<file path="src/design/cses_pkg.sv">
// Shared types and constants for the CAN signal extract and scale pipeline.
package cses_pkg;

    localparam int unsigned DATA_W   = 64;
    localparam int unsigned SLEN_W   = 7;
    localparam int unsigned FAC_W    = 32;
    localparam int unsigned OFF_W    = 48;
    localparam int unsigned PROD_W   = 96;
    localparam int unsigned SUM_W    = 97;

    localparam logic [SLEN_W-1:0] SIG_MAX_LEN = 7'd64;

    typedef struct packed {
        logic                    valid_res;
        logic [DATA_W-1:0]       raw;
        logic                    is_signed;
        logic [SLEN_W-1:0]       slen;
        logic signed [FAC_W-1:0] fac;
        logic signed [OFF_W-1:0] off;
    } t_ext;

    typedef struct packed {
        logic                    valid_res;
        logic [DATA_W-1:0]       raw;
        logic [DATA_W-1:0]       sraw;
        logic signed [63:0]      p_hi;
        logic signed [64:0]      p_lo;
        logic signed [OFF_W-1:0] off;
    } t_prod;

endpackage

</file>
<file path="src/design/cses_extract.sv">
// Stage 1: bounds check and bit gather in Intel or Motorola order.
module cses_extract #(
    parameter int FRAME_BYTES = 8
) (
    input  logic                  i_clk,
    input  logic                  i_rst_n,
    input  logic                  i_valid,
    output logic                  o_ready,
    input  logic [63:0]           i_frame_data,
    input  logic [3:0]            i_frame_length,
    input  logic [5:0]            i_start_bit,
    input  logic [6:0]            i_signal_length,
    input  logic                  i_big_endian,
    input  logic                  i_is_signed,
    input  logic signed [31:0]    i_scale_factor,
    input  logic signed [47:0]    i_scale_offset,
    output logic                  o_valid,
    input  logic                  i_ready,
    output cses_pkg::t_ext        o_ext
);
    import cses_pkg::*;

    localparam int          FB_BITS = FRAME_BYTES * 8;
    localparam logic [3:0]  LP_FB   = 4'(FRAME_BYTES);

    logic              r_valid;
    t_ext              r_ext;
    t_ext              n_ext;
    logic [DATA_W-1:0] data_in;
    logic [DATA_W-1:0] data_swap;
    logic [DATA_W-1:0] data_sel;
    logic [DATA_W-1:0] len_mask;
    logic [3:0]        flen;
    logic [6:0]        limit;
    logic [5:0]        pos0;
    logic [7:0]        end_pos;
    logic [6:0]        back;
    logic [5:0]        shamt;
    logic              len_ok;
    logic              ok;

    always_comb begin
        data_in = DATA_W'(i_frame_data[FB_BITS-1:0]);
        for (int b = 0; b < 8; b++) begin
            data_swap[b*8 +: 8] = data_in[(7-b)*8 +: 8];
        end
        flen    = (i_frame_length > LP_FB) ? LP_FB : i_frame_length;
        limit   = {flen, 3'b000};
        pos0    = i_big_endian ? {i_start_bit[5:3], ~i_start_bit[2:0]} : i_start_bit;
        end_pos = 8'(pos0) + 8'(i_signal_length);
        len_ok  = (i_signal_length != '0) && (i_signal_length <= SIG_MAX_LEN);
        ok      = len_ok && (flen != '0) && (end_pos <= 8'(limit));
        back    = 7'd64 - end_pos[6:0];
        shamt   = i_big_endian ? back[5:0] : pos0;
        data_sel = i_big_endian ? data_swap : data_in;
        len_mask = ~({DATA_W{1'b1}} << i_signal_length);

        n_ext.valid_res = ok;
        n_ext.raw       = ok ? ((data_sel >> shamt) & len_mask) : '0;
        n_ext.is_signed = i_is_signed;
        n_ext.slen      = i_signal_length;
        n_ext.fac       = i_scale_factor;
        n_ext.off       = ok ? i_scale_offset : '0;
    end

    assign o_ready = !r_valid || i_ready;

    always_ff @(posedge i_clk) begin
        if (!i_rst_n) begin
            r_valid <= 1'b0;
        end else if (o_ready) begin
            r_valid <= i_valid;
        end
    end

    always_ff @(posedge i_clk) begin
        if (o_ready && i_valid) begin
            r_ext <= n_ext;
        end
    end

    assign o_valid = r_valid;
    assign o_ext   = r_ext;

endmodule

</file>
<file path="config.mk">
export PLATFORM = sky130hd
export DESIGN_NAME = cses_extract
export DESIGN_NICKNAME = d
export VERILOG_FILES = /design/src/design/cses_pkg.sv /design/src/design/cses_extract.sv
export SDC_FILE = /design/constraint.sdc
export NUM_CORES = 1
export LEC_CHECK = 0
export ABC_AREA = 1
export BUFFER_PORTS_ARGS = -buffer_cell sky130_fd_sc_hd__buf_2
export CORE_MARGIN = 2
export CORE_UTILIZATION = 45
export DETAILED_ROUTE_END_ITERATION = 7
export PLACE_DENSITY = 0.8
export SYNTH_ARGS = -nofsm -noshare
export SYNTH_HDL_FRONTEND = slang
export SYNTH_SLANG_ARGS = --single-unit
</file>
<file path="constraint.sdc">
create_clock -name i_clk -period 11.25 [get_ports i_clk]
set_input_delay 1.6875 -clock i_clk [delete_from_list [all_inputs] [get_ports i_clk]]
set_output_delay 1.6875 -clock i_clk [all_outputs]
set_load 0.02 [all_outputs]
</file>
* Yosys cells after proc, flatten, opt, wreduce, memory -nomap -nowiden
Index checks and enable logic that the tools add are counted.
** Word-level totals
- Flip-flop bits (word level) :: 154
- Input bits :: 167
** Operators by class
- Mux-type cells :: 4
- Reduce and logical (&&, ||, !) cells :: 8
- Bitwise logic cells :: 3
- $add $sub $neg :: 2
- Order comparisons :: 3
- Shift operators :: 2
** Operators with widths (number)
- $and 64x64->64 :: 1
- $mux 64 :: 1
- $not 64->64 :: 1
- $shl 64x7->64 const A :: 1
- $shr 64x6->64 :: 1
- $add 6x7->8 :: 1
- $le 8x7->1 :: 1
- $le 7x7->1 const B :: 1
- $reduce_bool 7->1 :: 1
- $mux 6 :: 1
- $sub 1x6->6 const A :: 1
- $gt 4x4->1 const B :: 1
- $logic_and 1x1->1 :: 4
- $mux 4 :: 1
- $reduce_bool 4->1 :: 1
- $mux 3 :: 1
- $not 3->3 :: 1
- $logic_not 1->1 :: 1
- $logic_or 1x1->1 :: 1

* Longest topological paths before layout
Gate-level depths: netlist of the first run.
- Word-level depth :: 7
- Mapped depth :: 26
- Mapped depth without buffers :: 24

* Worst setup path after synthesis of the first run
Ideal clock, no wire load.
- Path kind :: input port to flip-flop
- Start point :: input port i_valid
- End point :: register r_ext, in the netlist o_ext[0] (enable)
- Stages on the path :: 2
- Setup slack :: 1451 ps
- Buffers on the path :: 0
- Data arrival time :: 9082 ps
- Library setup time :: 717 ps
- Required time :: 10533 ps
- Path through :: inv_1 -> a21oi_1
** Between the ends
- Word-level cells in the longest chain between the ends :: 1
** RTL lines
- start: declaration :: line cses_extract.sv:7 : input logic i_valid,
- $logic_and 1x1->1 :: line cses_extract.sv:77 : if (o_ready && i_valid) begin
- end signal: assignment :: line cses_extract.sv:78 : r_ext <= n_ext;
- end: declaration :: line cses_extract.sv:27 : t_ext r_ext;
Every way passes these cells.
A chain may end at the register's enable or synchronous reset.

* Final worst setup path of the first run
- Start point :: input port i_big_endian
- End point :: register r_ext, in the netlist o_ext[105], data pin
** Between the ends
- Word-level cells in the longest chain between the ends :: 6
- Elaborated cells on any way between the ends :: 9
- Those cells by class :: add/sub (2); order compare (1); shift (1); mux (3); bitwise (1); reduce/logical (1)
** RTL lines
- start: declaration :: line cses_extract.sv:13 : input logic i_big_endian,
- $mux 3 :: line cses_extract.sv:49 : pos0 = i_big_endian ? {i_start_bit[5:3], ~i_start_bit[2:0]} : i_start_bit;
- $add 6x7->8 :: line cses_extract.sv:50 : end_pos = 8'(pos0) + 8'(i_signal_length);
- $sub 1x6->6 :: line cses_extract.sv:53 : back = 7'd64 - end_pos[6:0];
- $mux 6 :: line cses_extract.sv:54 : shamt = i_big_endian ? back[5:0] : pos0;
- $shr 64x6->64 :: line cses_extract.sv:59 : n_ext.raw = ok ? ((data_sel >> shamt) & len_mask) : '0;
- $and 64x64->64 :: line cses_extract.sv:59
Parallel ways exist; a longest one is shown, timed or not.

==> results of run 1 <==
-- worst reg2reg max path, delay by kind of cell (launching register included) --
family | cells | cell delay [ns]
buffers and inverters | 2 | 1.69
DFF | 1 | 0.34
AOI/OAI and AO/OA | 1 | 0.14
-- registers in the layout (all words and copies together) (netlist names) --
register,cells
o_valid,1
o_ext,153
-- Yosys cell counts, types with 3 or more instances --
cell      instances
a21oi_1          25
buf_1             3
buf_2            66
buf_4            12
clkbuf_1         15
edfxtp_1        153
ha_1             11
inv_1           120
inv_2             4
nand2_1         852
nand2_2           6
nand3_1         266
nor2_1          179
nor3_1           15
o211ai_1          4
o21ai_0          21
o21ai_1           4
or2_2             4
xor2_1            3
-- cell type report --
type / count / area, sq um
well taps: 330 / 413
multi-input cells: 1411 / 5980
inverters: 124 / 465
fillers: 2487 / 11400
flip-flops and latches: 154 / 4610
clock inverters: 15 / 158
clock buffers: 17 / 425
repair buffers: 335 / 1710
-- per-stage QoR --
| stage | area [sq um] | power, mW | util | cells |
|---|---|---|---|---|
| detailed placement | 13200 | 1.57 | 0.523 | 2354 |
| finish | 13800 | 2.15 | 0.547 | 2386 |
| global route | 13800 | 2.28 | 0.547 | 2386 |
| global placement | 13200 | 1.57 | 0.523 | 2354 |
| CTS | 13800 | 2.14 | 0.547 | 2386 |
| floorplan | 11500 | 1.34 | - | 1787 |
-- cell families after synthesis --
group	Yosys count	share of synthesized area
and+or+nand+nor	1334	0.471
buffers and inverters	222	0.0845
DFF	154	0.400
AOI/OAI and AO/OA	62	0.0294
adders and majority gates	12	0.0137
xor gates and xnor gates	3	0.00228
-- how the worst min path moves through the flow --
stage,to,slack (ns)
after detailed placement,o_valid,0.54
after floorplan,o_valid,0.73
after global routing,o_valid,0.57
final,o_valid,0.54
after global placement,o_valid,0.53
after CTS,o_valid,0.55
-- routing by layer --
metal	global-route usage	wire length, microns
met1	0.361	15400
met2	0.455	18100
met3	0.0548	3920
met4	0.114	1470
met5	0	11
-- power breakdown --
group / switching, mW / total (mW) / internal [mW]
Sequential: 0.0145 / 0.705 / 0.691
Clock: 0.254 / 0.569 / 0.314
Combinational: 0.626 / 0.875 / 0.249
==> qor.txt, run 1 <==
Setup WS pre-CTS = 4.76 ns
worst reg2reg path depth = 3
number of enable flip-flop cells after synthesis = 153
half-perimeter wire length after placement = 29600 microns
hold depth = 2
crit-path max FO = 95
R2R Setup Slk = 8.64 ns
CTS Sinks = 154
Critical Path Slowest Stage Cell = inv_2
slew margin rel. = 0.271
worst setup path category = input port to register
CORE AREA = 25200 sq um
Synth Area per Inst = 6.46 sq um
Worst path max stage delay = 0.85 ns
Crit path depth = 20
Setup crit start = i_big_endian
worst reg2reg startpoint = o_valid
Hold WS = 0.543 ns
hold crit path type = register to register
crit path buf inv count = 5
layout cells sized above 1 = 0.190
Final Hold Vio Count = 0
WP data required = 11.43 ns
post-synthesis register bit count = 154
Core Rows = 58
ranking of synthesized cells by area = edfxtp_1, nand2_1, nand3_1
initial core utilization = 0.459
DRT Pass-1 Iters = 6
crit path cell chain = buf_2, buf_4, xor2_1, ha_1, inv_1, fa_1, ha_1, nor2_2, nor2_4, buf_4, inv_2, nand3_1, nand2_1, nand2_1, nand2_1, nand2_1, nand3_1, nand2_1, nand3_1, nor2_1
Final Critical Period = 6.10 ns
CTS resizes = 0
Area growth, synth to finish = 19.2%
initial antenna violation count = 1
Diodes inserted = 0
Post-CTS Setup Bufs = 0
worst skew pair latency = 0.42 ns
P_leak = 7.27 nW
total of max-cap violations = 0
DRC = 0
Worst Clk Skew = 0.0158 ns
number of synthesis warnings = 0
TNS Setup = 0 ns
H-tree depth = 4
CP Launch Type = input port
cell taking the most area after synthesis = edfxtp_1
Worst Setup End Kind = register
routed wire length = 39000 microns
P per Cell Area = 156 nW/um^2
gpl congestion = 1.02
Worst Tran Pin Value = 1.09 ns
Post-Syn Area = 11500 sq um
number of global-route vias before repair = 11100
commonest non-fill, non-tap cells in the layout = nand2_1, buf_2, nand3_1
end of the critical path = o_ext[105]
Max Clk Rate = 164 MHz
post-synth top area share = 0.398
distinct cell type count after synthesis = 37
Hold Crit Start = o_valid
final worst slack = 5.15 ns
largest net degree at the start of global routing = 96
vias per std cell = 5.28
Final nets = 2222
Via Count = 12600
Clock Tree Root = clkbuf_16
ANT nets after route = 0
GRT Overall Usage = 0.279
crit share post-route = 0.542
crit-path most repeated cell = nand2_1
final-report setup violation count = 0
delay-heaviest family, CP = buffers and inverters
dominant synthesized flop cell = edfxtp_1
PortBufs = 321
grt ovf = 0
post-synthesis sequential area ratio = 0.400
cts bufs inserted = 17
die area = 27000 sq um
RSZ-0062 raised after global routing = false
Synth Net Count = 1966
DR WL/cell = 16.3 microns
Async SR Flop Fraction = 0
Die Wd = 164 microns
CTS tree = done
Initial DRC Count = 1619
Post-Synthesis Cells = 1787
Die Span Y = 164 microns
commonest non-fill, non-tap cell in the layout = nand2_1
first-pass GRT wire length = 58700 microns
status = finished clean
worst reg2reg endpoint = o_ext[22]
CTS Hold Bufs = 0
Arr. time, crit path = 6.28 ns
final slew viol count = 0
Peak supply drop = 0.000120 V
I/O pin cnt = 322
Reg clk slew, reported paths = 0.07 ns
CTS max path bufs = 2
(Power assumes the default switching activity.)
==> run 2, diff against run 1 <==
==> constraint.sdc (replaced) <==
create_clock -name i_clk -period 5.9 [get_ports i_clk]
set_input_delay 0.885 -clock i_clk [delete_from_list [all_inputs] [get_ports i_clk]]
set_output_delay 0.885 -clock i_clk [all_outputs]
set_load 0.02 [all_outputs]
==> qor.txt, run 2 (same netlist as run 1, synthesis figures left out) <==
Die Span Y = 164 microns (unchanged)
Via Count = 12600 (+0.10%)
Critical Path Slowest Stage Cell = fa_1
CTS max path bufs = 2 (unchanged)
Area growth, synth to finish = 20.2%
Setup WS pre-CTS = 0.993 ns (-3.77 ns)
Worst path max stage delay = 0.44 ns (-0.41 ns)
cts bufs inserted = 17 (unchanged)
CORE AREA = 25200 sq um (unchanged)
PortBufs = 321 (unchanged)
Initial DRC Count = 1485 (-8.3%)
commonest non-fill, non-tap cells in the layout = nand2_1, buf_2, nand3_1
CTS resizes = 0 (unchanged)
placed cell count = 2361 (+0.30%)
CTS Sinks = 154 (unchanged)
Max Clk Rate = 218 MHz
Final nets = 2229 (+0.32%)
CTS Hold Bufs = 0 (unchanged)
slew margin rel. = 0.257 (-0.0139)
routed wire length = 40700 microns (+4.4%)
DRC = 0 (unchanged)
Worst Clk Skew = 0.0160 ns (+0.000226 ns)
Die Wd = 164 microns (unchanged)
ANT nets after route = 0 (unchanged)
H-tree depth = 4 (unchanged)
Peak supply drop = 0.000180 V (+50%)
crit-path most repeated cell = nand2_1
total of max-cap violations = 0 (unchanged)
crit path cell chain = buf_2, xor2_1, ha_1, inv_1, fa_1, inv_1, nand3_1, nand2_1, nand2_1, nand2_1, a21oi_1, xor2_1, ha_1, nand2_1, nor2_1, nand2_1, a21oi_1, nand2_2, nor2_4, nand3_2, nor3_1
initial antenna violation count = 1 (unchanged)
WP data required = 6.09 ns (-5.34 ns)
crit-path max FO = 28 (-71%)
Worst Setup End Kind = register
Reg clk slew, reported paths = 0.08 ns (about the same)
Worst Tran Pin Value = 1.11 ns (+0.0220 ns)
layout cells sized above 1 = 0.192 (+0.00226)
status = finished clean
Largest register FFs = 153 (unchanged)
GRT Overall Usage = 0.295 (+0.0168)
Cell Count, Final, Fillers Out = 2394 (+0.34%)
crit path buf inv count = 3 (-2)
CTS tree = done
TNS Setup = 0 ns (unchanged)
half-perimeter wire length after placement = 31800 microns (+7.5%)
Final Critical Period = 4.59 ns
Post-CTS Setup Bufs = 0 (unchanged)
initial core utilization = 0.459 (unchanged)
commonest non-fill, non-tap cell in the layout = nand2_1
Power, Total = 4.17 mW (+94%)
gpl congestion = 0.966 (-5.2%)
P per Cell Area = 300 nW/um^2 (+92%)
Core Rows = 58 (unchanged)
DR WL/cell = 17.0 microns (+4.0%)
die area = 27000 sq um (unchanged)
DRT Pass-1 Iters = 6 (unchanged)
first-pass GRT wire length = 61900 microns (+5.4%)
largest net degree at the start of global routing = 154 (+60%)
CP Launch Type = input port
P_leak = 7.33 nW (+0.78%)
vias per std cell = 5.27 (-0.23%)
number of global-route vias before repair = 11500 (+3.4%)
Arr. time, crit path = 4.79 ns (-1.49 ns)
final-report setup violation count = 0 (unchanged)
delay-heaviest family, CP = simple AND/OR/NAND/NOR gates
RSZ-0062 raised after global routing = false
final slew viol count = 0 (unchanged)
Final Hold Vio Count = 0 (unchanged)
worst skew pair latency = 0.43 ns (about the same)
Hold WS = 0.561 ns (+0.0181 ns)
Clock Tree Root = clkbuf_16
hold crit path type = register to register
grt ovf = 0 (unchanged)
crit share post-route = 0.779
worst setup path category = input port to register
I/O pin cnt = 322 (unchanged)
final worst slack = 1.31 ns (-3.84 ns)
==> run 2: metrics by stage <==
step,instance area (sq um),util
2_1_floorplan,11500,-
3_3_place_gp,13300,0.526
3_5_place_dp,13300,0.526
4_1_cts,13900,0.551
5_1_grt,13900,0.551
6_report,13900,0.551
==> run 2: layer usage <==
metal / vias up / track usage / part of all wire
met5: - / 0 / 0
met4: 0 / 0.146 / 0.049
met3: 122 / 0.0586 / 0.093
met2: 659 / 0.480 / 0.46
met1: 5604 / 0.375 / 0.40
li1: 6232 / - / -
==> run 2: area by class of cell <==
class	instances	area, sq um
Fill cell	2488	11300
Multi-Input combinational cell	1411	5970
Sequential cell	154	4610
Timing Repair Buffer	342	1790
Inverter	124	465
Clock buffer	17	425
Tap cell	330	413
Clock inverter	15	194
Antenna cell	1	2.50
==> run 2: path summary, 6_finish.rpt <==
check             slack (ns)          from    endpoint  depth (start not counted)
setup / recovery        1.31  i_big_endian  o_ext[150]                         21
hold / removal          0.56       o_valid     o_valid                          2
setup reg to reg        4.25       o_valid  o_ext[129]                          2
hold reg to reg         0.56       o_valid     o_valid                          2
==> run 2: where the power goes <==
part | total, mW | internal (mW) | switching, mW
Clock | 1.12 | 0.612 | 0.509
Combinational | 1.70 | 0.488 | 1.21
Sequential | 1.35 | 1.32 | 0.0288
==> run 2: worst register-to-register path, delay by kind of cell, from the launching register on <==
kind                   cells  cell delay (ns)
buffers and inverters      1             0.54
DFF                        1             0.35
AOI/OAI and AO/OA          1             0.17
