==> src/design/cses_pkg.sv <==
// Shared types and constants for the CAN signal extract and scale pipeline.
package cses_pkg;

    localparam int unsigned DATA_W   = 64;
    localparam int unsigned SLEN_W   = 7;
    localparam int unsigned FAC_W    = 32;
    localparam int unsigned OFF_W    = 48;
    localparam int unsigned PROD_W   = 96;
    localparam int unsigned SUM_W    = 97;

    localparam logic [SLEN_W-1:0] SIG_MAX_LEN = 7'd64;

    typedef struct packed {
        logic                    valid_res;
        logic [DATA_W-1:0]       raw;
        logic                    is_signed;
        logic [SLEN_W-1:0]       slen;
        logic signed [FAC_W-1:0] fac;
        logic signed [OFF_W-1:0] off;
    } t_ext;

    typedef struct packed {
        logic                    valid_res;
        logic [DATA_W-1:0]       raw;
        logic [DATA_W-1:0]       sraw;
        logic signed [63:0]      p_hi;
        logic signed [64:0]      p_lo;
        logic signed [OFF_W-1:0] off;
    } t_prod;

endpackage

==> src/design/cses_accum.sv <==
// Stages 4-5: partial product sum, offset add and 64-bit saturation.
module cses_accum (
    input  logic               i_clk,
    input  logic               i_rst_n,
    input  logic               i_valid,
    output logic               o_ready,
    input  cses_pkg::t_prod    i_prod,
    output logic               o_valid,
    input  logic               i_ready,
    output logic               o_valid_res,
    output logic [63:0]        o_raw_bits,
    output logic signed [63:0] o_signed_raw,
    output logic signed [63:0] o_scaled_value,
    output logic               o_overflow
);
    import cses_pkg::*;

    logic                    r_v1;
    logic                    r_vr1;
    logic [DATA_W-1:0]       r_raw1;
    logic [DATA_W-1:0]       r_sraw1;
    logic [PROD_W-1:0]       r_prod1;
    logic signed [OFF_W-1:0] r_off1;
    logic [PROD_W-1:0]       n_prod1;
    logic [63:0]             upper;
    logic                    rdy1;

    logic                    r_v2;
    logic                    r_vr2;
    logic [DATA_W-1:0]       r_raw2;
    logic [DATA_W-1:0]       r_sraw2;
    logic [63:0]             r_scaled2;
    logic                    r_ovf2;
    logic [SUM_W-1:0]        sum;
    logic [63:0]             n_scaled2;
    logic                    n_ovf2;

    always_comb begin
        upper   = i_prod.p_hi + {{31{i_prod.p_lo[64]}}, i_prod.p_lo[64:32]};
        n_prod1 = {upper, i_prod.p_lo[31:0]};
    end

    assign o_ready = !r_v1 || rdy1;

    always_ff @(posedge i_clk) begin
        if (!i_rst_n) begin
            r_v1 <= 1'b0;
        end else if (o_ready) begin
            r_v1 <= i_valid;
        end
    end

    always_ff @(posedge i_clk) begin
        if (o_ready && i_valid) begin
            r_vr1   <= i_prod.valid_res;
            r_raw1  <= i_prod.raw;
            r_sraw1 <= i_prod.sraw;
            r_prod1 <= n_prod1;
            r_off1  <= i_prod.off;
        end
    end

    always_comb begin
        sum = {r_prod1[PROD_W-1], r_prod1}
            + {{(SUM_W-OFF_W){r_off1[OFF_W-1]}}, r_off1};
        if ((&sum[SUM_W-1:63]) || !(|sum[SUM_W-1:63])) begin
            n_scaled2 = sum[63:0];
            n_ovf2    = 1'b0;
        end else if (sum[SUM_W-1]) begin
            n_scaled2 = {1'b1, 63'd0};
            n_ovf2    = 1'b1;
        end else begin
            n_scaled2 = {1'b0, {63{1'b1}}};
            n_ovf2    = 1'b1;
        end
    end

    assign rdy1 = !r_v2 || i_ready;

    always_ff @(posedge i_clk) begin
        if (!i_rst_n) begin
            r_v2 <= 1'b0;
        end else if (rdy1) begin
            r_v2 <= r_v1;
        end
    end

    always_ff @(posedge i_clk) begin
        if (rdy1 && r_v1) begin
            r_vr2     <= r_vr1;
            r_raw2    <= r_raw1;
            r_sraw2   <= r_sraw1;
            r_scaled2 <= n_scaled2;
            r_ovf2    <= n_ovf2;
        end
    end

    assign o_valid        = r_v2;
    assign o_valid_res    = r_vr2;
    assign o_raw_bits     = r_raw2;
    assign o_signed_raw   = $signed(r_sraw2);
    assign o_scaled_value = $signed(r_scaled2);
    assign o_overflow     = r_ovf2;

endmodule

==> config.mk <==
export PLATFORM = sky130hd
export DESIGN_NAME = cses_accum
export DESIGN_NICKNAME = d
export VERILOG_FILES = /design/src/design/cses_pkg.sv /design/src/design/cses_accum.sv
export SDC_FILE = /design/constraint.sdc
export NUM_CORES = 1
export LEC_CHECK = 0
export BUFFER_PORTS_ARGS = -buffer_cell sky130_fd_sc_hd__buf_2
export CORE_UTILIZATION = 35
export CTS_BUF_LIST = sky130_fd_sc_hd__clkbuf_8
export CTS_CLUSTER_DIAMETER = 150
export DETAILED_ROUTE_END_ITERATION = 16
export PLACE_DENSITY = 0.63
export REMOVE_ABC_BUFFERS = 1
export SLEW_MARGIN = 30
export SYNTH_ARGS = -nofsm -noshare
export SYNTH_HDL_FRONTEND = slang
export SYNTH_SLANG_ARGS = --single-unit
==> constraint.sdc <==
create_clock -name i_clk -period 19.5 [get_ports i_clk]
set_clock_uncertainty 0.1 [all_clocks]
set_input_delay 3.9 -clock i_clk [delete_from_list [all_inputs] [get_ports i_clk]]
set_output_delay 3.9 -clock i_clk [all_outputs]
set_load 0.01 [all_outputs]
**Yosys cells after proc, flatten, opt, wreduce, memory -nomap -nowiden**

Index checks and enable logic that the tools add are counted.
Widths: inputs -> output; s select.

- Register bits: 469
- Input bits: 310
- Output and inout port bits: 196

- Add/sub/neg operators: 2
- Muxes and demuxes: 3
- Reductions and logical operators: 10

Operators with widths:

| operator | number |
|---|---|
| $mux 64 | 2 |
| $add 96x48->97 | 1 |
| $add 64x64->64 | 1 |
| $reduce_and 34->1 | 1 |
| $reduce_or 34->1 | 1 |
| $logic_not 1->1 | 3 |
| $logic_or 1x1->1 | 3 |
| $logic_and 1x1->1 | 2 |
| $mux 1 | 1 |

**Depth between registers and ports, before layout**

Gate-level depths: netlist of run 1.

- Word-level depth: 5
- Mapped depth: 17
- Mapped depth without buffers: 16

**Least setup slack after synthesis of run 1**

OpenSTA, ideal clock, no wires.

- Path type: input port to flip-flop
- Start: input i_ready
- End: register r_ovf2 (netlist: o_overflow) (enable)
- Data arrival time: 12.541 ns
- Data required time: 18.625 ns
- Slack: 6.084 ns
- Stages on the path: 2
- Cell sequence: nor2b_1 -> nor2b_1

- Word-level cells in the longest chain between the ends: 2

RTL lines:

| element | RTL line | RTL |
|---|---|---|
| start: declaration | cses_accum.sv:9 | `input logic i_ready,` |
| $logic_or 1x1->1 | cses_accum.sv:78 | `assign rdy1 = !r_v2 \|\| i_ready;` |
| $logic_and 1x1->1 | cses_accum.sv:89 | `if (rdy1 && r_v1) begin` |
| end signal: assignment | cses_accum.sv:94 | `r_ovf2 <= n_ovf2;` |
| end: declaration | cses_accum.sv:33 | `logic r_ovf2;` |

Every way passes these cells.
A chain may end at the register's enable or synchronous reset.

**Final worst setup path of run 1**

- Start: input i_ready
- End: output o_ready

- Word-level cells in the longest chain between the ends: 2

RTL lines:

| element | RTL line | RTL |
|---|---|---|
| $logic_or 1x1->1 | cses_accum.sv:78 |  |
| $logic_or 1x1->1 | cses_accum.sv:43 | `assign o_ready = !r_v1 \|\| rdy1;` |
| end: declaration | cses_accum.sv:6 | `output logic o_ready,` |

Every way passes these cells.

==> results_dict.tcl, run 1 <==
set metrics [dict create \
    clk-insertion-delay-late_ns 0.68 \
    start_kind "input port" \
    cp_cell_sequence "buf_2, nor2b_1, nand2_1, buf_2" \
    grt_pass1_vias 19300 \
    htreeDepth 3 \
    postCtsSetupBuffers 0 \
    gp_congestion 0.923 \
    rr_startpoint "r_off1[0]$_DFFE_PP_" \
    instances_no_fill 3644 \
    rsz0062_at_grt "false" \
    die_w_um 270 \
    grt_pass1_wl_mm 116 \
    yosysTopAreaCellShare 0.557 \
    cts_buffer_depth 3 \
    ctsHoldBuffers 0 \
    port_buffers 505 \
    slew_headroom 0.345 \
    grt_usage 0.207 \
    cts_root_buffer "clkbuf_8" \
    p_per_area_mw_per_mm2 91.4 \
    p_leak_nw 11.7 \
    die_area_mm2 0.0730 \
    syn_area_mm2 0.0252 \
    setup-tns-final_ns 0 \
    cp_common_cell "buf_2" \
    routedWlPerCell_um 21.3 \
    reg2reg_slack_ns 12.53 \
    drive_above_1_share 0.242 \
    cpLargestDelayFamily "simple AND/OR/NAND/NOR gates" \
    critical_path_class "input port to output pin" \
    regArea_mm2 0.0141 \
    antenna_found_initial 9 \
    synth_adder_area_share 0.0807 \
    cp_num_buf_inv 2 \
    nFillCells 6716 \
    rows 97 \
    crit_slowest_cell "nor2b_1" \
    slew_viol_final 0 \
    synth-edff-count 467 \
    hpwl_mm 60.8 \
    placed_cell_area_mm2 0.0286 \
    yosysWarnings 0 \
    die_height_um 270 \
    post-route-period-util 0.441 \
    pin_count 506 \
    ys_seq_area_frac 0.559 \
    muxShareOfSynthArea 0.0259 \
    setup_violations 0 \
    worstPathRequired_ns 15.50 \
    synth_area_leader_cell "edfxtp_1" \
    grt_max_degree 160 \
    drc 0 \
    fin_nets 3109 \
    synth_top_family_by_area "compound AO/OA/AOI/OAI gates" \
    initial_core_util 0.356 \
    synth_compound_area_frac 0.151 \
    cts_resized 0 \
    drv_cap 0 \
    routed_wl_mm 77.6 \
    synth_async_sr_flop_share 0 \
    ant_nets 0 \
    fmax_ghz 0.116 \
    reg2reg_to "o_scaled_value[59]$_DFFE_PP_" \
    syn2layout_area_growth_pct 19.6 \
    yosys-top-cells-area "edfxtp_1 (56%), ha_1 (7.9%), a21oi_1 (4.2%), xnor2_1 (3.2%), mux2i_1 (2.6%)" \
    numCtsBuffers 79 \
    hold_start "r_sraw1[41]$_DFFE_PP_" \
    synth_xor_area_frac 0.0512 \
    cpPeakStageDelay_ns 0.33 \
    vias 19600 \
    ys_ff_latch 469 \
    hold_class "flop to flop" \
    fin_crit_ns 8.60 \
    detailedRoute.firstPassIterationCount 5 \
    multi_input_area_mm2 0.0106 \
    drt_iter0_markers 1418 \
    clk_pin_slew_ns 0.05 \
    arrival_ns 4.60 \
    tightest_slew_ns 0.975 \
    synthCells 2109 \
    hold_depth 0 \
    synth.distinct_cells 88 \
    cts_tree "done" \
    crit_fanout 4 \
    post_synth.cell_area_avg_um2 11.9 \
    holdPathEnd "o_signed_raw[41]$_DFFE_PP_" \
    vias_per_cell 5.37 \
    core-area_mm2 0.0706 \
    cts.sinks 469 \
    grt_overflow 0 \
    placed_cells 3497 \
    end_kind "output pin" \
    status "finished, final reports clean" \
    synth-simple-area-share 0.111 \
    ir_drop_mv 0.0634 \
    synthFlopType "edfxtp_1" \
    reg2reg_depth 16 \
    post-route-cell-area_mm2 0.0301 \
    hold_violations 0 \
]
-- metrics by stage --
stage                      util  hold slack, ns  power, mW  worst slack, ns
after detailed placement  0.405           0.305       1.94            10.89
after global placement    0.405           0.300       1.94            10.95
final                     0.426           0.300       2.75            10.90
after floorplan               -           0.300       1.71             6.08
after global routing      0.426           0.301       2.89            10.80
after CTS                 0.426           0.290       2.78            10.90
-- final cells by class --
| class | count | share of cell area |
|---|---|---|
| sequential | 469 | 0.467 |
| multi-input combinational | 1534 | 0.353 |
| timing repair buffer | 513 | 0.0865 |
| tap | 940 | 0.0391 |
| clock buffer | 79 | 0.0361 |
| clock inverter | 60 | 0.0126 |
| inverter | 41 | 0.00511 |
| antenna | 8 | 0.000665 |
-- layout by cell type, fill, tap and decap left out, drive strengths merged, types with 7 or more instances in the layout --
cell type | netlist | layout
o21bai | 25 | 25
xor2 | 55 | 55
or2 | 12 | 12
clkbuf | 43 | 79
mux2i | 65 | 65
a21oi | 213 | 213
or3 | 10 | 10
o22ai | 7 | 7
ha | 159 | 159
nor2b | 21 | 21
nand2 | 164 | 164
diode | 0 | 8
clkinv | 0 | 27
nand2b | 18 | 18
a31oi | 17 | 17
edfxtp | 467 | 467
nand3 | 31 | 31
and3 | 15 | 15
a2111oi | 7 | 7
o31ai | 13 | 13
o211ai | 17 | 17
a21boi | 10 | 10
o21a | 23 | 23
and4 | 11 | 11
nor3 | 32 | 32
nand4 | 62 | 62
buf | 22 | 513
and2 | 11 | 11
a21o | 66 | 66
nor2 | 134 | 134
o21ai | 124 | 124
nor4 | 17 | 17
a211oi | 22 | 22
xnor2 | 92 | 92
inv | 41 | 72
-- metal layers --
| metal | vias up | GRT usage | wire (um) |
|---|---|---|---|
| li1 | 9207 | - | - |
| met1 | 9405 | 0.254 | 31200 |
| met2 | 817 | 0.360 | 38600 |
| met3 | 122 | 0.0425 | 5640 |
| met4 | 2 | 0.0673 | 2130 |
| met5 | - | 0 | 13 |
-- state kept, by name (all words and copies together) (netlist names) --
register        cells
r_prod1            96
o_raw_bits         64
o_scaled_value     64
o_signed_raw       64
r_raw1             64
r_sraw1            64
r_off1             48
o_overflow          1
o_valid             1
o_valid_res         1
r_v1                1
r_vr1               1
-- cell usage after synthesis, types with 6 or more instances --
library cell,instances
edfxtp_1,467
a21oi_1,212
nand2_1,164
ha_1,159
nor2_1,134
o21ai_0,111
xnor2_1,92
a21o_1,66
mux2i_1,65
nand4_1,62
xor2_1,55
clkbuf_1,42
inv_1,40
nor3_1,32
nand3_1,31
o21bai_1,25
o21a_1,23
nor2b_1,21
a211oi_1,19
nand2b_1,18
o211ai_1,17
a31oi_1,16
nor4_1,16
and3_1,15
buf_2,15
and2_1,11
and4_1,11
o21ai_1,11
o31ai_1,11
or2_2,11
a21boi_0,10
or3_1,9
a221oi_1,6
buf_12,6
o22ai_1,6
-- kinds of logic after synthesis --
group | count (synthesis)
DFF | 469
buffers and inverters | 106
muxes | 65
adders and majority gates | 161
xor gates and xnor gates | 147
and+or+nand+nor | 562
AOI/OAI and AO/OA | 599
-- worst max-delay path by stage --
stage	cells past startpoint	start	slack, ns	end
6_report	4	i_ready	10.90	o_ready
5_1_grt	4	i_ready	10.80	o_ready
4_1_cts	4	i_ready	10.90	o_ready
3_5_place_dp	4	i_ready	10.89	o_ready
3_3_place_gp	4	i_ready	10.95	o_ready
2_1_floorplan	2	i_ready	6.08	o_overflow$_DFFE_PP_
-- where the power goes --
group	internal, mW	switching, mW
combinational	0.251	0.444
clock	0.414	0.408
sequential	1.21	0.0257
total	1.87	0.878
Note: power is estimated with default switching activity, not from simulation.
==> run 2: changes to the inputs <==
- clock period: 19.5 -> 8.5 ns (I/O delays scaled with it)
==> results_dict.tcl, run 2 (synthesis results as in run 1) <==
set metrics [dict create \
    rows 97 \
    critical_path_class "flop to flop" \
    vias_per_cell 5.40 \
    fin_nets 3113 \
    initial_core_util 0.356 \
    reg2reg_to "o_scaled_value[48]$_DFFE_PP_" \
    top_register "r_prod1" \
    rsz0062_at_grt "false" \
    grt_overflow 0 \
    die_height_um 270 \
    die_w_um 270 \
    port_buffers 505 \
    clk_pin_slew_ns 0.06 \
    largest_register_ffs 96 \
    most-common-layout-cells "buf_2 (505), edfxtp_1 (467), a21oi_1 (212)" \
    grt_util_met1 0.267 \
    grt_max_degree 154 \
    pin_count 506 \
    reg2reg_slack_ns 1.90 \
    busiest_layer "met2" \
    tightest_slew_ns 1.00 \
    routed_wl_mm 80.2 \
    placed_cell_area_mm2 0.0287 \
    post-route-cell-area_mm2 0.0302 \
    hpwl_mm 63.4 \
    crit_start "r_off1[47]$_DFFE_PP_" \
    grt_pass1_wl_mm 120 \
    holdPathEnd "o_raw_bits[38]$_DFFE_PP_" \
    hold_violations 0 \
    hold_ws_ns 0.300 \
    setup_violations 0 \
    drc 0 \
    finish.utilization 0.427 \
    reg2reg_depth 14 \
    postCtsSetupBuffers 0 \
    cts.sinks 469 \
    slew_viol_final 0 \
    numCtsBuffers 79 \
    p_per_area_mw_per_mm2 212 \
    grtUsageMet3 0.0449 \
    p_leak_nw 11.7 \
    cts_resized 0 \
    cts_root_buffer "clkbuf_8" \
    cts_buffer_depth 3 \
    regArea_mm2 0.0141 \
    worstPathRequired_ns 8.90 \
    finalPower_mw 6.40 \
    hold_start "r_raw1[38]$_DFFE_PP_" \
    syn2layout_area_growth_pct 20.0 \
    cts_tree "done" \
    ctsHoldBuffers 0 \
    routedWlPerCell_um 22.0 \
    crit_fanout 26 \
    grt_usage 0.214 \
    ir_drop_mv 0.159 \
    slew_headroom 0.321 \
    core-area_mm2 0.0706 \
    status "finished, final reports clean" \
    fin_crit_ns 6.60 \
    post-route-period-util 0.776 \
    gp_congestion 0.915 \
    grtUsageMet2 0.367 \
    hold_class "flop to flop" \
    grt_pass1_vias 19700 \
    end_kind "flop" \
    nFillCells 6723 \
    ant_nets 0 \
    antenna_found_initial 9 \
    drt_iter0_markers 1600 \
    htreeDepth 3 \
    fmax_ghz 0.152 \
    clk-insertion-delay-late_ns 0.70 \
    multi_input_area_mm2 0.0106 \
    start_kind "flop" \
    drv_cap 0 \
    rr_startpoint "r_off1[47]$_DFFE_PP_" \
    vias 19700 \
    hold_depth 0 \
    drive_above_1_share 0.241 \
    arrival_ns 7.00 \
    die_area_mm2 0.0730 \
    final_common_cell "buf_2" \
    detailedRoute.firstPassIterationCount 8 \
]
run 2: cell types whose count changed in the layout (fill, tap and decap cells not counted), moves of 2 or more:
cell and change:
clkinv_1 +10, clkinv_2 -7, inv_1 -6, buf_12 +2
bufinv_16 +2
run 2: critical path: stages (launching register included):
cell	delay [ns]
edfxtp_1	0.96
buf_4	0.41
ha_1	0.34
nand4_1	0.24
nor3_1	0.52
nand3_1	0.19
nor4b_1	0.90
or3_1	0.26
a41oi_1	0.17
xnor2_1	0.21
nand4b_1	0.18
or4b_1	0.54
o21ai_4	0.68
buf_4	0.40
mux2i_1	0.29
run 2: area by class of cell:
class	instances	area share
well taps	940	0.0390
repair buffers	517	0.0889
multi-input cells	1534	0.351
inverters	41	0.00510
diodes	7	0.000580
clock inverters	58	0.0134
flip-flops and latches	469	0.466
clock buffers	79	0.0360
run 2: worst max path at each step:
stage / endpoint / slack (ns) / depth (start not counted)
final: o_scaled_value[48]$_DFFE_PP_ / 1.90 / 14
after global routing: o_scaled_value[49]$_DFFE_PP_ / 1.60 / 14
after CTS: o_scaled_value[48]$_DFFE_PP_ / 2.03 / 14
after detailed placement: r_prod1[95]$_DFFE_PP_ / 1.95 / 15
after global placement: o_scaled_value[0]$_DFFE_PP_ / 2.00 / 17
after floorplan: o_overflow$_DFFE_PP_ / -2.72 / 2
run 2: report_power, final:
part	switching [mW]	total, mW	internal, mW
Clock	0.936	1.94	1.01
Sequential	0.0661	2.83	2.77
Combinational	1.04	1.62	0.578
Total	2.04	6.40	4.35
run 2: stage by stage:
step / setup slack [ns] / setup TNS [ns] / cells
final: 1.90 / 0 / 3645
after global routing: 1.60 / 0 / 3641
after CTS: 2.03 / 0 / 3638
after detailed placement: 1.95 / 0 / 3501
after global placement: 2.00 / 0 / 3499
after floorplan: -2.72 / -636.88 / 2044
run 2: per-layer routing:
| layer | vias up | routed length, um |
|---|---|---|
| li1 | 9227 | - |
| met1 | 9522 | 33100 |
| met2 | 828 | 39300 |
| met3 | 118 | 5680 |
| met4 | 4 | 2130 |
| met5 | - | 27 |
